==> config.mk <==
export PLATFORM = sky130hd
export DESIGN_NAME = anagram_window_match
export DESIGN_NICKNAME = d
export VERILOG_FILES = /design/src/design/awm_pkg.sv /design/src/design/awm_balance.sv /design/src/design/anagram_window_match.sv
export SDC_FILE = /design/constraint.sdc
export NUM_CORES = 2
export LEC_CHECK = 0
export BUFFER_PORTS_ARGS = -buffer_cell sky130_fd_sc_hd__buf_2
export CORE_UTILIZATION = 60
export CTS_BUF_LIST = sky130_fd_sc_hd__clkbuf_8 sky130_fd_sc_hd__clkbuf_16
export CTS_CLUSTER_DIAMETER = 60
export DETAILED_ROUTE_END_ITERATION = 6
export PLACE_DENSITY = 0.76
export SETUP_SLACK_MARGIN = 0.5
export SLEW_MARGIN = 30
export SYNTH_ARGS = -nofsm -noshare
export SYNTH_HDL_FRONTEND = slang
export SYNTH_SLANG_ARGS = --single-unit
==> constraint.sdc <==
create_clock -name aclk -period 8.4 [get_ports aclk]
set_clock_uncertainty 0.15 [all_clocks]
set_input_delay 0.42 -clock aclk [delete_from_list [all_inputs] [get_ports aclk]]
set_output_delay 0.42 -clock aclk [all_outputs]
set_load 0.05 [all_outputs]
==> src/design/awm_pkg.sv <==
// shared constants, types and codes for the anagram window matcher
`timescale 1ns / 1ps
`default_nettype none

package awm_pkg;

    localparam int ALPHABET    = 26;
    localparam int LETTER_W    = 5;
    localparam int BAL_W       = 8;
    localparam int PATTERN_MAX = 64;
    localparam int PTR_W       = 6;
    localparam int SIZE_W      = 7;
    localparam int POS_W       = 20;
    localparam int COUNT_W     = 20;

    localparam logic [SIZE_W-1:0]  SIZE_MAX  = SIZE_W'(PATTERN_MAX);
    localparam logic [COUNT_W-1:0] COUNT_MAX = {COUNT_W{1'b1}};

    typedef enum logic [1:0] {
        FUNC_CLEAR   = 2'd0,
        FUNC_PATTERN = 2'd1,
        FUNC_TEXT    = 2'd2
    } func_t;

    // balance update requested for one item
    typedef struct packed {
        logic                clear;
        logic                inc_en;
        logic [LETTER_W-1:0] inc_letter;
        logic                dec_en;
        logic [LETTER_W-1:0] dec_letter;
        logic                leave_en;
        logic [LETTER_W-1:0] leave_letter;
    } bal_ctrl_t;

endpackage

`default_nettype wire

==> src/design/awm_balance.sv <==
// per-letter balance counters with the all-zero check
`timescale 1ns / 1ps
`default_nettype none

module awm_balance
    import awm_pkg::*;
(
    input  wire logic      aclk,
    input  wire logic      aresetn,
    input  wire logic      update,
    input  bal_ctrl_t      ctrl,
    output logic           zero_after_dec
);

    logic signed [BAL_W-1:0] bal_reg  [ALPHABET];
    logic signed [BAL_W-1:0] bal_next [ALPHABET];
    logic signed [BAL_W-1:0] bal_dec  [ALPHABET];
    logic [ALPHABET-1:0]     nonzero;

    always_comb begin
        for (int k = 0; k < ALPHABET; k++) begin
            bal_dec[k] = bal_reg[k];
            if (ctrl.dec_en && ctrl.dec_letter == LETTER_W'(k)) begin
                bal_dec[k] = bal_reg[k] - BAL_W'(1);
            end
            nonzero[k] = (bal_dec[k] != '0);
            bal_next[k] = bal_dec[k];
            if (ctrl.inc_en && ctrl.inc_letter == LETTER_W'(k)) begin
                bal_next[k] = bal_next[k] + BAL_W'(1);
            end
            // letter leaving the window goes back after the check
            if (ctrl.leave_en && ctrl.leave_letter == LETTER_W'(k)) begin
                bal_next[k] = bal_next[k] + BAL_W'(1);
            end
        end
    end

    assign zero_after_dec = ~|nonzero;

    always_ff @(posedge aclk) begin
        for (int k = 0; k < ALPHABET; k++) begin
            if (!aresetn) begin
                bal_reg[k] <= '0;
            end else if (update) begin
                bal_reg[k] <= ctrl.clear ? '0 : bal_next[k];
            end
        end
    end

endmodule

`default_nettype wire

==> src/design/anagram_window_match.sv <==
// top level: streaming anagram search over a sliding window of text letters
//
//  channel  | direction | ports                                        | handshake
//  s_       | in        | s_func[1:0], s_letter[4:0]                   | s_valid / s_ready
//  m_       | out       | m_match, m_window_start[19:0], m_match_total | m_valid / m_ready
//
// one item per cycle sustained while m_ready is high; an accepted item goes through the
// input register, then the balance update and zero check into the result register
// aresetn clears the balances, counters and handshake state; the 64-entry delay
// line is not cleared, its entries are only read once written since the last clear
// with m_ready low the result register holds and one more item waits in the input register

`timescale 1ns / 1ps
`default_nettype none

module anagram_window_match
    import awm_pkg::*;
(
    input  wire logic                aclk,
    input  wire logic                aresetn,
    input  wire logic                s_valid,
    output logic                     s_ready,
    input  wire logic [1:0]          s_func,
    input  wire logic [LETTER_W-1:0] s_letter,
    output logic                     m_valid,
    input  wire logic                m_ready,
    output logic                     m_match,
    output logic [POS_W-1:0]         m_window_start,
    output logic [COUNT_W-1:0]       m_match_total
);

    // input register
    logic                in_valid_reg;
    logic [1:0]          in_func_reg;
    logic [LETTER_W-1:0] in_letter_reg;

    // result register
    logic                m_valid_reg;
    logic                m_match_reg;
    logic [POS_W-1:0]    m_start_reg;
    logic [COUNT_W-1:0]  m_total_reg;

    // block state
    logic [SIZE_W-1:0]   pattern_size_reg, pattern_size_next;
    logic [SIZE_W-1:0]   window_fill_reg, window_fill_next;
    logic [POS_W-1:0]    text_position_reg, text_position_next;
    logic [COUNT_W-1:0]  match_count_reg, match_count_next;
    logic                text_begun_reg, text_begun_next;
    logic [PTR_W-1:0]    wr_ptr_reg, wr_ptr_next;

    // delay line
    logic [LETTER_W-1:0] recent_mem [PATTERN_MAX];
    logic [LETTER_W-1:0] leave_rd_reg;
    logic [PTR_W-1:0]    rd_addr;

    logic                advance;
    logic                letter_ok;
    logic                is_clear;
    logic                is_pattern;
    logic                is_text;
    logic                text_active;
    logic [SIZE_W-1:0]   fill_inc;
    logic                window_full;
    logic                zero_after_dec;
    logic                hit;
    logic [LETTER_W-1:0] leave_letter;
    logic [POS_W-1:0]    start_calc;
    bal_ctrl_t           bal_ctrl;

    assign advance = in_valid_reg && (!m_valid_reg || m_ready);
    assign s_ready = !in_valid_reg || advance;

    always_ff @(posedge aclk) begin
        if (!aresetn) begin
            in_valid_reg <= 1'b0;
        end else if (s_ready) begin
            in_valid_reg <= s_valid;
        end
    end

    always_ff @(posedge aclk) begin
        if (s_ready && s_valid) begin
            in_func_reg   <= s_func;
            in_letter_reg <= s_letter;
        end
    end

    // item decode
    assign letter_ok   = (in_letter_reg < LETTER_W'(ALPHABET));
    assign is_clear    = (in_func_reg == FUNC_CLEAR);
    assign is_pattern  = (in_func_reg == FUNC_PATTERN) && letter_ok && !text_begun_reg
                         && (pattern_size_reg < SIZE_MAX);
    assign is_text     = (in_func_reg == FUNC_TEXT) && letter_ok;
    assign text_active = is_text && (pattern_size_reg != '0);

    assign fill_inc    = (window_fill_reg < pattern_size_reg)
                         ? window_fill_reg + SIZE_W'(1) : window_fill_reg;
    assign window_full = text_active && (fill_inc == pattern_size_reg);
    assign hit         = window_full && zero_after_dec;

    // with a one-letter pattern the leaving letter is the one just taken
    assign leave_letter = (pattern_size_reg == SIZE_W'(1)) ? in_letter_reg : leave_rd_reg;

    assign start_calc = text_position_reg - POS_W'(pattern_size_reg) + POS_W'(1);

    always_comb begin
        bal_ctrl.clear        = is_clear;
        bal_ctrl.inc_en       = is_pattern;
        bal_ctrl.inc_letter   = in_letter_reg;
        bal_ctrl.dec_en       = text_active;
        bal_ctrl.dec_letter   = in_letter_reg;
        bal_ctrl.leave_en     = window_full;
        bal_ctrl.leave_letter = leave_letter;
    end

    awm_balance u_balance (
        .aclk           (aclk),
        .aresetn        (aresetn),
        .update         (advance),
        .ctrl           (bal_ctrl),
        .zero_after_dec (zero_after_dec)
    );

    always_comb begin
        pattern_size_next  = pattern_size_reg;
        window_fill_next   = window_fill_reg;
        text_position_next = text_position_reg;
        match_count_next   = match_count_reg;
        text_begun_next    = text_begun_reg;
        wr_ptr_next        = wr_ptr_reg;
        if (advance) begin
            if (is_clear) begin
                pattern_size_next  = '0;
                window_fill_next   = '0;
                text_position_next = '0;
                match_count_next   = '0;
                text_begun_next    = 1'b0;
                wr_ptr_next        = '0;
            end else if (is_pattern) begin
                pattern_size_next = pattern_size_reg + SIZE_W'(1);
            end else if (is_text) begin
                text_begun_next    = 1'b1;
                text_position_next = text_position_reg + POS_W'(1);
                if (text_active) begin
                    window_fill_next = fill_inc;
                    wr_ptr_next      = wr_ptr_reg + PTR_W'(1);
                    if (hit && match_count_reg != COUNT_MAX) begin
                        match_count_next = match_count_reg + COUNT_W'(1);
                    end
                end
            end
        end
    end

    always_ff @(posedge aclk) begin
        if (!aresetn) begin
            pattern_size_reg  <= '0;
            window_fill_reg   <= '0;
            text_position_reg <= '0;
            match_count_reg   <= '0;
            text_begun_reg    <= 1'b0;
            wr_ptr_reg        <= '0;
        end else begin
            pattern_size_reg  <= pattern_size_next;
            window_fill_reg   <= window_fill_next;
            text_position_reg <= text_position_next;
            match_count_reg   <= match_count_next;
            text_begun_reg    <= text_begun_next;
            wr_ptr_reg        <= wr_ptr_next;
        end
    end

    // read ahead the letter that leaves on the next text item
    assign rd_addr = wr_ptr_next + PTR_W'(1) - pattern_size_next[PTR_W-1:0];

    always_ff @(posedge aclk) begin
        if (advance && text_active) begin
            recent_mem[wr_ptr_reg] <= in_letter_reg;
        end
    end

    always_ff @(posedge aclk) begin
        if (advance && text_active && rd_addr == wr_ptr_reg) begin
            leave_rd_reg <= in_letter_reg;
        end else begin
            leave_rd_reg <= recent_mem[rd_addr];
        end
    end

    // result register
    always_ff @(posedge aclk) begin
        if (!aresetn) begin
            m_valid_reg <= 1'b0;
        end else if (advance) begin
            m_valid_reg <= 1'b1;
        end else if (m_ready) begin
            m_valid_reg <= 1'b0;
        end
    end

    always_ff @(posedge aclk) begin
        if (advance) begin
            m_match_reg <= hit;
            m_start_reg <= window_full ? start_calc : '0;
            m_total_reg <= match_count_next;
        end
    end

    assign m_valid        = m_valid_reg;
    assign m_match        = m_match_reg;
    assign m_window_start = m_start_reg;
    assign m_match_total  = m_total_reg;

    // a reported match always leaves a non-zero count
    assert property (@(posedge aclk) disable iff (!aresetn)
        (m_valid_reg && m_match_reg) |-> (m_total_reg != '0))
        else $error("match reported with zero match total");

    assert property (@(posedge aclk) disable iff (!aresetn)
        (window_fill_reg <= pattern_size_reg) && (pattern_size_reg <= SIZE_MAX))
        else $error("window fill or pattern size out of range");

    assert property (@(posedge aclk) disable iff (!aresetn)
        !text_begun_reg |-> (window_fill_reg == '0))
        else $error("window filled before any text item");

    assert property (@(posedge aclk) disable iff (!aresetn)
        (in_valid_reg && m_valid_reg && !m_ready) |=> $stable(m_start_reg))
        else $error("result changed while stalled");

endmodule

`default_nettype wire

; Yosys cells after proc, flatten, opt, wreduce, memory -nomap -nowiden
; Memories as Yosys holds them, arrays and structs flattened. A register that Yosys moved wholly into a read port is not among the register bits.
; Cells that the tools add are included.
[classes]
reduce_logical = 133
eq_ne = 56
order_cmp = 3
add_sub_neg = 87
muxes = 164
n_bitwise = 26
[op_table]
columns = op, n
row1 = 2-to-1 mux 8 bit, 130
row2 = "adder 8 x 2 -> 8 bit, second input constant", 52
row3 = nonzero test 8 bit, 26
row4 = "subtractor 8 x 2 -> 8 bit, second input constant", 26
row5 = 2-to-1 mux 20 bit, 9
row6 = "equality test 5 bit, second input constant", 20
row7 = logical AND 1 bit, 89
row8 = "equality test 5 x 4 -> 1 bit, second input constant", 16
row9 = "adder 20 x 1 -> 20 bit, second input constant", 3
row10 = 2-to-1 mux 7 bit, 7
row11 = "equality test 5 x 3 -> 1 bit, second input constant", 8
row12 = 2-to-1 mux 6 bit, 6
row13 = bitwise OR 1 bit, 26
row14 = OR reduction 26 bit, 1
row15 = "equality test 5 x 2 -> 1 bit, second input constant", 4
row16 = "inequality test 20 bit, second input constant", 1
row17 = subtractor 20 x 7 -> 20 bit, 1
row18 = "adder 7 x 1 -> 7 bit, second input constant", 2
row19 = "adder 6 x 1 -> 6 bit, second input constant", 2
row20 = 2-to-1 mux 1 bit, 11
row21 = "equality test 5 x 1 -> 1 bit, second input constant", 2
row22 = logical NOT 5 bit, 2
row23 = nonzero test 2 bit, 4
row24 = "equality test 7 x 1 -> 1 bit, second input constant", 1
row25 = other kinds (16), 20
[totals]
inputBits = 11
register_bits = 111
wordCells = 485
out_inout_bits = 43
n_memories = 2
ram_bits = 528
[mem_list]
columns = memory, depth, width, read_ports, rd_clocked_by_memory_dff, wr, line_no
row1 = recent_mem, 64, 5, 1, 1, 1, anagram_window_match.sv:52  ; logic [LETTER_W-1:0] recent_mem [PATTERN_MAX];
row2 = u_balance.bal_reg, 26, 8, 26, 0, 26, awm_balance.sv:15  ; logic signed [BAL_W-1:0] bal_reg [ALPHABET];

; Depth between registers and ports, before layout
[depth]
ltp_word = 16
ltp_mapped = 22
depth_no_buf = 18

; Hierarchy
; From an unflattened synthesis, not the netlist that was laid out.
[unflattened]
hier_cells = 3856
hier_area_um2 = 41018.1
[by_module_without_submodules]
columns = mod, seq_area_each_um2, cells_per_inst, area_per_inst_um2, instances
row1 = awm_balance, 6246.0, 2562, 21541.9, 1
row2 = anagram_window_match, 12431.9, 1294, 19476.2, 1

; Worst setup path after synthesis
; No wires, ideal clock.
[synth_timing]
path_type = reg2reg
start = reg m_valid_reg (netlist: m_valid)
end = mem u_balance.bal_reg[0][0] (enable)
path_stages_with_launch = 5
setup_ns = 1.649
path_slack_ns = 1.859
period_less_slack_ns = 6.541
required_time_ns = 6.601
path_buffers = 1
arrival_time_ns = 4.742
cell_sequence = dfxtp_1 nor2b_1 nand2b_1 clkbuf_1 nand2_1
[synth_lines]
columns = item, line_no
row1 = start: declaration, anagram_window_match.sv:38  ; logic m_valid_reg;
row2 = start signal: assignment, anagram_window_match.sv:193  ; m_valid_reg <= 1'b0;
row3 = start signal: assignment, anagram_window_match.sv:195  ; m_valid_reg <= 1'b1;
row4 = start signal: assignment, anagram_window_match.sv:197  ; m_valid_reg <= 1'b0;
row5 = end: declaration, awm_balance.sv:15

; Worst setup path in the final report
[layout_timing]
start = reg in_letter_reg[1]
end = reg m_total_reg[15] (netlist: m_match_total[15]) (data pin)
[layout_via]
elab_chain_cells = 16
elab_cells_between_ends = 121
cone_classes = order compare (1) / eq/ne (25) / mux (32) / reduce/logical (63)
[layout_rtl]
columns = item, line_no
row1 = start: declaration, anagram_window_match.sv:35  ; logic [LETTER_W-1:0] in_letter_reg;
row2 = start signal: assignment, anagram_window_match.sv:84  ; in_letter_reg <= s_letter;
row3 = < comparator 5 bit, anagram_window_match.sv:89  ; assign letter_ok = (in_letter_reg < LETTER_W'(ALPHABET));
row4 = logical AND 1 bit, anagram_window_match.sv:93  ; assign is_text = (in_func_reg == FUNC_TEXT) && letter_ok;
row5 = logical AND 1 bit, anagram_window_match.sv:94  ; assign text_active = is_text && (pattern_size_reg != '0);
row6 = logical AND 1 bit, awm_balance.sv:23  ; if (ctrl.dec_en && ctrl.dec_letter == LETTER_W'(k)) begin
row7 = 2-to-1 mux 8 bit, awm_balance.sv:23
row8 = nonzero test 8 bit, awm_balance.sv:26  ; nonzero[k] = (bal_dec[k] != '0);
row9 = OR reduction 26 bit, awm_balance.sv:38  ; assign zero_after_dec = ~|nonzero;
row10 = logical NOT 1 bit, awm_balance.sv:38
row11 = logical AND 1 bit, anagram_window_match.sv:99  ; assign hit = window_full && zero_after_dec;
row12 = logical AND 1 bit, anagram_window_match.sv:147  ; if (hit && match_count_reg != COUNT_MAX) begin
row13 = 2-to-1 mux 20 bit, anagram_window_match.sv:147
row14 = 2-to-1 mux 20 bit, anagram_window_match.sv:144  ; if (text_active) begin
row15 = 2-to-1 mux 20 bit, anagram_window_match.sv:141  ; end else if (is_text) begin
row16 = 2-to-1 mux 20 bit (*), anagram_window_match.sv:139  ; end else if (is_pattern) begin
row17 = 2-to-1 mux 20 bit (*), anagram_window_match.sv:132  ; if (is_clear) begin
row18 = 2-to-1 mux 20 bit (*), anagram_window_match.sv:131  ; if (advance) begin
row19 = named net match_count_next[15], anagram_window_match.sv:47  ; logic [COUNT_W-1:0] match_count_reg, match_count_next;
row20 = end signal: assignment, anagram_window_match.sv:205  ; m_total_reg <= match_count_next;
row21 = end: declaration, anagram_window_match.sv:41  ; logic [COUNT_W-1:0] m_total_reg;
; Mark *: on every way through the listed nets, which the timed path passes. The rest lies on a longest branch.
; A chain may end at the register's enable or synchronous reset.

==> metrics.csv <==
metric,value,unit
via-per-instance ratio,6.61,
final WL,123,mm
DIE AREA,0.0691,sq mm
Non-Filler Instances,4876,
Synth Instances,3862,
setup_tns,0,ps
Fillers,5056,
CP Launch Point,in_letter_reg[1],
r2r startpoint,in_letter_reg[1],
crit path launch type,flip-flop,
Finish-stage setup viols,0,
final hold vios,0,
CTS root buf,clkbuf_16,
leakage,0.0153,uW
Post-CTS Setup Inserts,0,
core footprint,0.0673,sq mm
CTS Buffer Depth,3,
ratio of cells with drive above 1 in the final layout,11.4,%
Register Area,0.0187,sq mm
number of enable flip-flop cells after synthesis,576,
"commonest non-fill, non-tap cells in the layout","576 x edfxtp_1, 489 x nor2_1, 315 x xnor2_1",
max-slew violation count,0,
row count,95,
CP Class,reg2reg,
max reg flops,320,
Worst Tran Pin Value,1060,ps
Nets,4114,
Synth Register Bits,645,
final worst path period share,79.9,%
multi-input logic area,0.0210,sq mm
Post-CTS Resized,0,
Crit. End Element,flip-flop,
crit path DAT,6910,ps
CTS tree,yes,
Max Cap Viol,0,
grt total ovfl,0,
DP Cell Count,4725,
CTS buffer count,74,
syn_area_per_cell,10.6,sq um
final antenna-violating net count,0,
Slew HR,28.5,%
post-synthesis sequential area ratio,45.8,%
Clock transition at path regs,60,ps
RSZ-0062 raised after global routing,false,
hold_buf cts,11,
Max Freq,149,MHz
VDD IR-drop max,0.216,mV
routability cong.,1.18,
async set or reset register ratio after synthesis,0,%
H-tree depth,3,
Routed WL per cell,25.2,um
Main synth FF type,edfxtp_1,
port bufs,53,
number of top-level pins,54,
first-pass GRT wire length,185,mm
"Cell Area, Synth",0.0408,sq mm
post-route DRC violation count,0,
die span in x,263,um
Period minus WS final,6710,ps
Synth Warn #,0,
PD cells,173,mW/mm^2
P&R area growth vs syn,10.2,%
CP max FO,77,
Crit path required time,8600,ps
Final HPWL DP,87.9,mm
initial DRC count,3844,
initial antenna violation count,6,
HP Class,reg2reg,
status,finished clean,
largest net degree at the start of global routing,85,
gr usage total,35.3,%
Initial Util,60.7,%
clock sink count,645,
Die Ht,263,um
routed via count,32200,
distinct cell type count after synthesis,92,
later-pin clock latency in the skew report,680,ps
Pre-antenna DRT Iters,6,
Syn Nets,4037,
hold wc startpoint,match_count_reg[12],
"commonest non-fill, non-tap cell in the layout",edfxtp_1,
vias in the first global route,31000,
-- path summary, 6_finish.rpt --
kind	endpoint	cells past startpoint	slack, ps
setup / recovery	m_match_total[15]	15	1690
hold / removal	match_count_reg[12]	2	340
setup reg to reg	m_match_total[15]	15	1690
hold reg to reg	match_count_reg[12]	2	340
-- per-layer routing --
metal  routed length (um)  GRT usage (%)
met5                    8              0
met2                54800           54.9
met3                14400           9.85
met1                45600           44.6
met4                 7880           20.1
-- worst max-delay path, cell delays in order (launching register included) --
cell,delay (ps)
edfxtp_1,420
buf_4,650
nand4b_1,530
nor2_1,750
nand3_1,240
xnor2_1,380
ha_1,260
nand4_1,140
or4_1,430
nor4_1,360
nand4_1,150
nor4_1,300
nand4_1,180
or4_1,710
or4_4,620
mux2i_1,130
-- logic make-up after synthesis --
group	share of synthesized area, %
AO/OA/AOI/OAI	4.49
XOR/XNOR	12.1
adder cells (fa/ha/maj)	5.06
buffers and inverters	3.07
flip-flops	45.8
multiplexers	7.98
AND/OR/NAND/NOR	21.5
-- synth_stat cells (all sizes together), types with 21 or more instances --
cell type	instances	area, sq um
nor2b	22	138
clkbuf	104	392
ha	162	2030
a21oi	69	345
inv	170	638
xor2	248	2170
or3	64	400
and2	29	181
xnor2	317	2780
nand3	148	741
mux2	31	349
and3	47	294
mux4	98	2210
nand2b	34	213
or2	21	131
nor3b	28	220
buf	41	220
mux2i	70	701
nand2	270	1010
dfxtp	69	1380
nor4	115	753
nor2	494	1860
nor4b	23	208
o21ai	58	302
nand4	156	976
or4	27	210
edfxtp	576	17300
nor3	154	786
-- through the flow --
stage               hold WS (ps)  setup slack, ps  total power, uW  utilization (%)  area (sq um)
detailed placement           332             1990             4480             62.8         42300
finish                       340             1690             7790             66.8         45000
global route                 362             1520             7960             66.8         45000
global placement             310             2170             4470             62.8         42300
floorplan                    301             1860             4220                -         40800
CTS                          341             1930             7760             66.7         44900
-- power by group --
group | switching, uW | internal [uW] | leakage (uW)
logic | 541 | 257 | 0.00793
clock network | 1440 | 1890 | 0.00126
registers | 84.8 | 3570 | 0.00610
-- area by class of cell --
cell class | count | area share [%]
Timing Repair Buffer | 146 | 2.27
Multi-Input combinational cell | 2901 | 46.7
Inverter | 171 | 1.43
Antenna cell | 2 | 0.0111
Tap cell | 873 | 2.43
Sequential cell | 645 | 41.6
Clock buffer | 77 | 4.21
Clock inverter | 61 | 1.40
(Power assumes the default switching activity.)
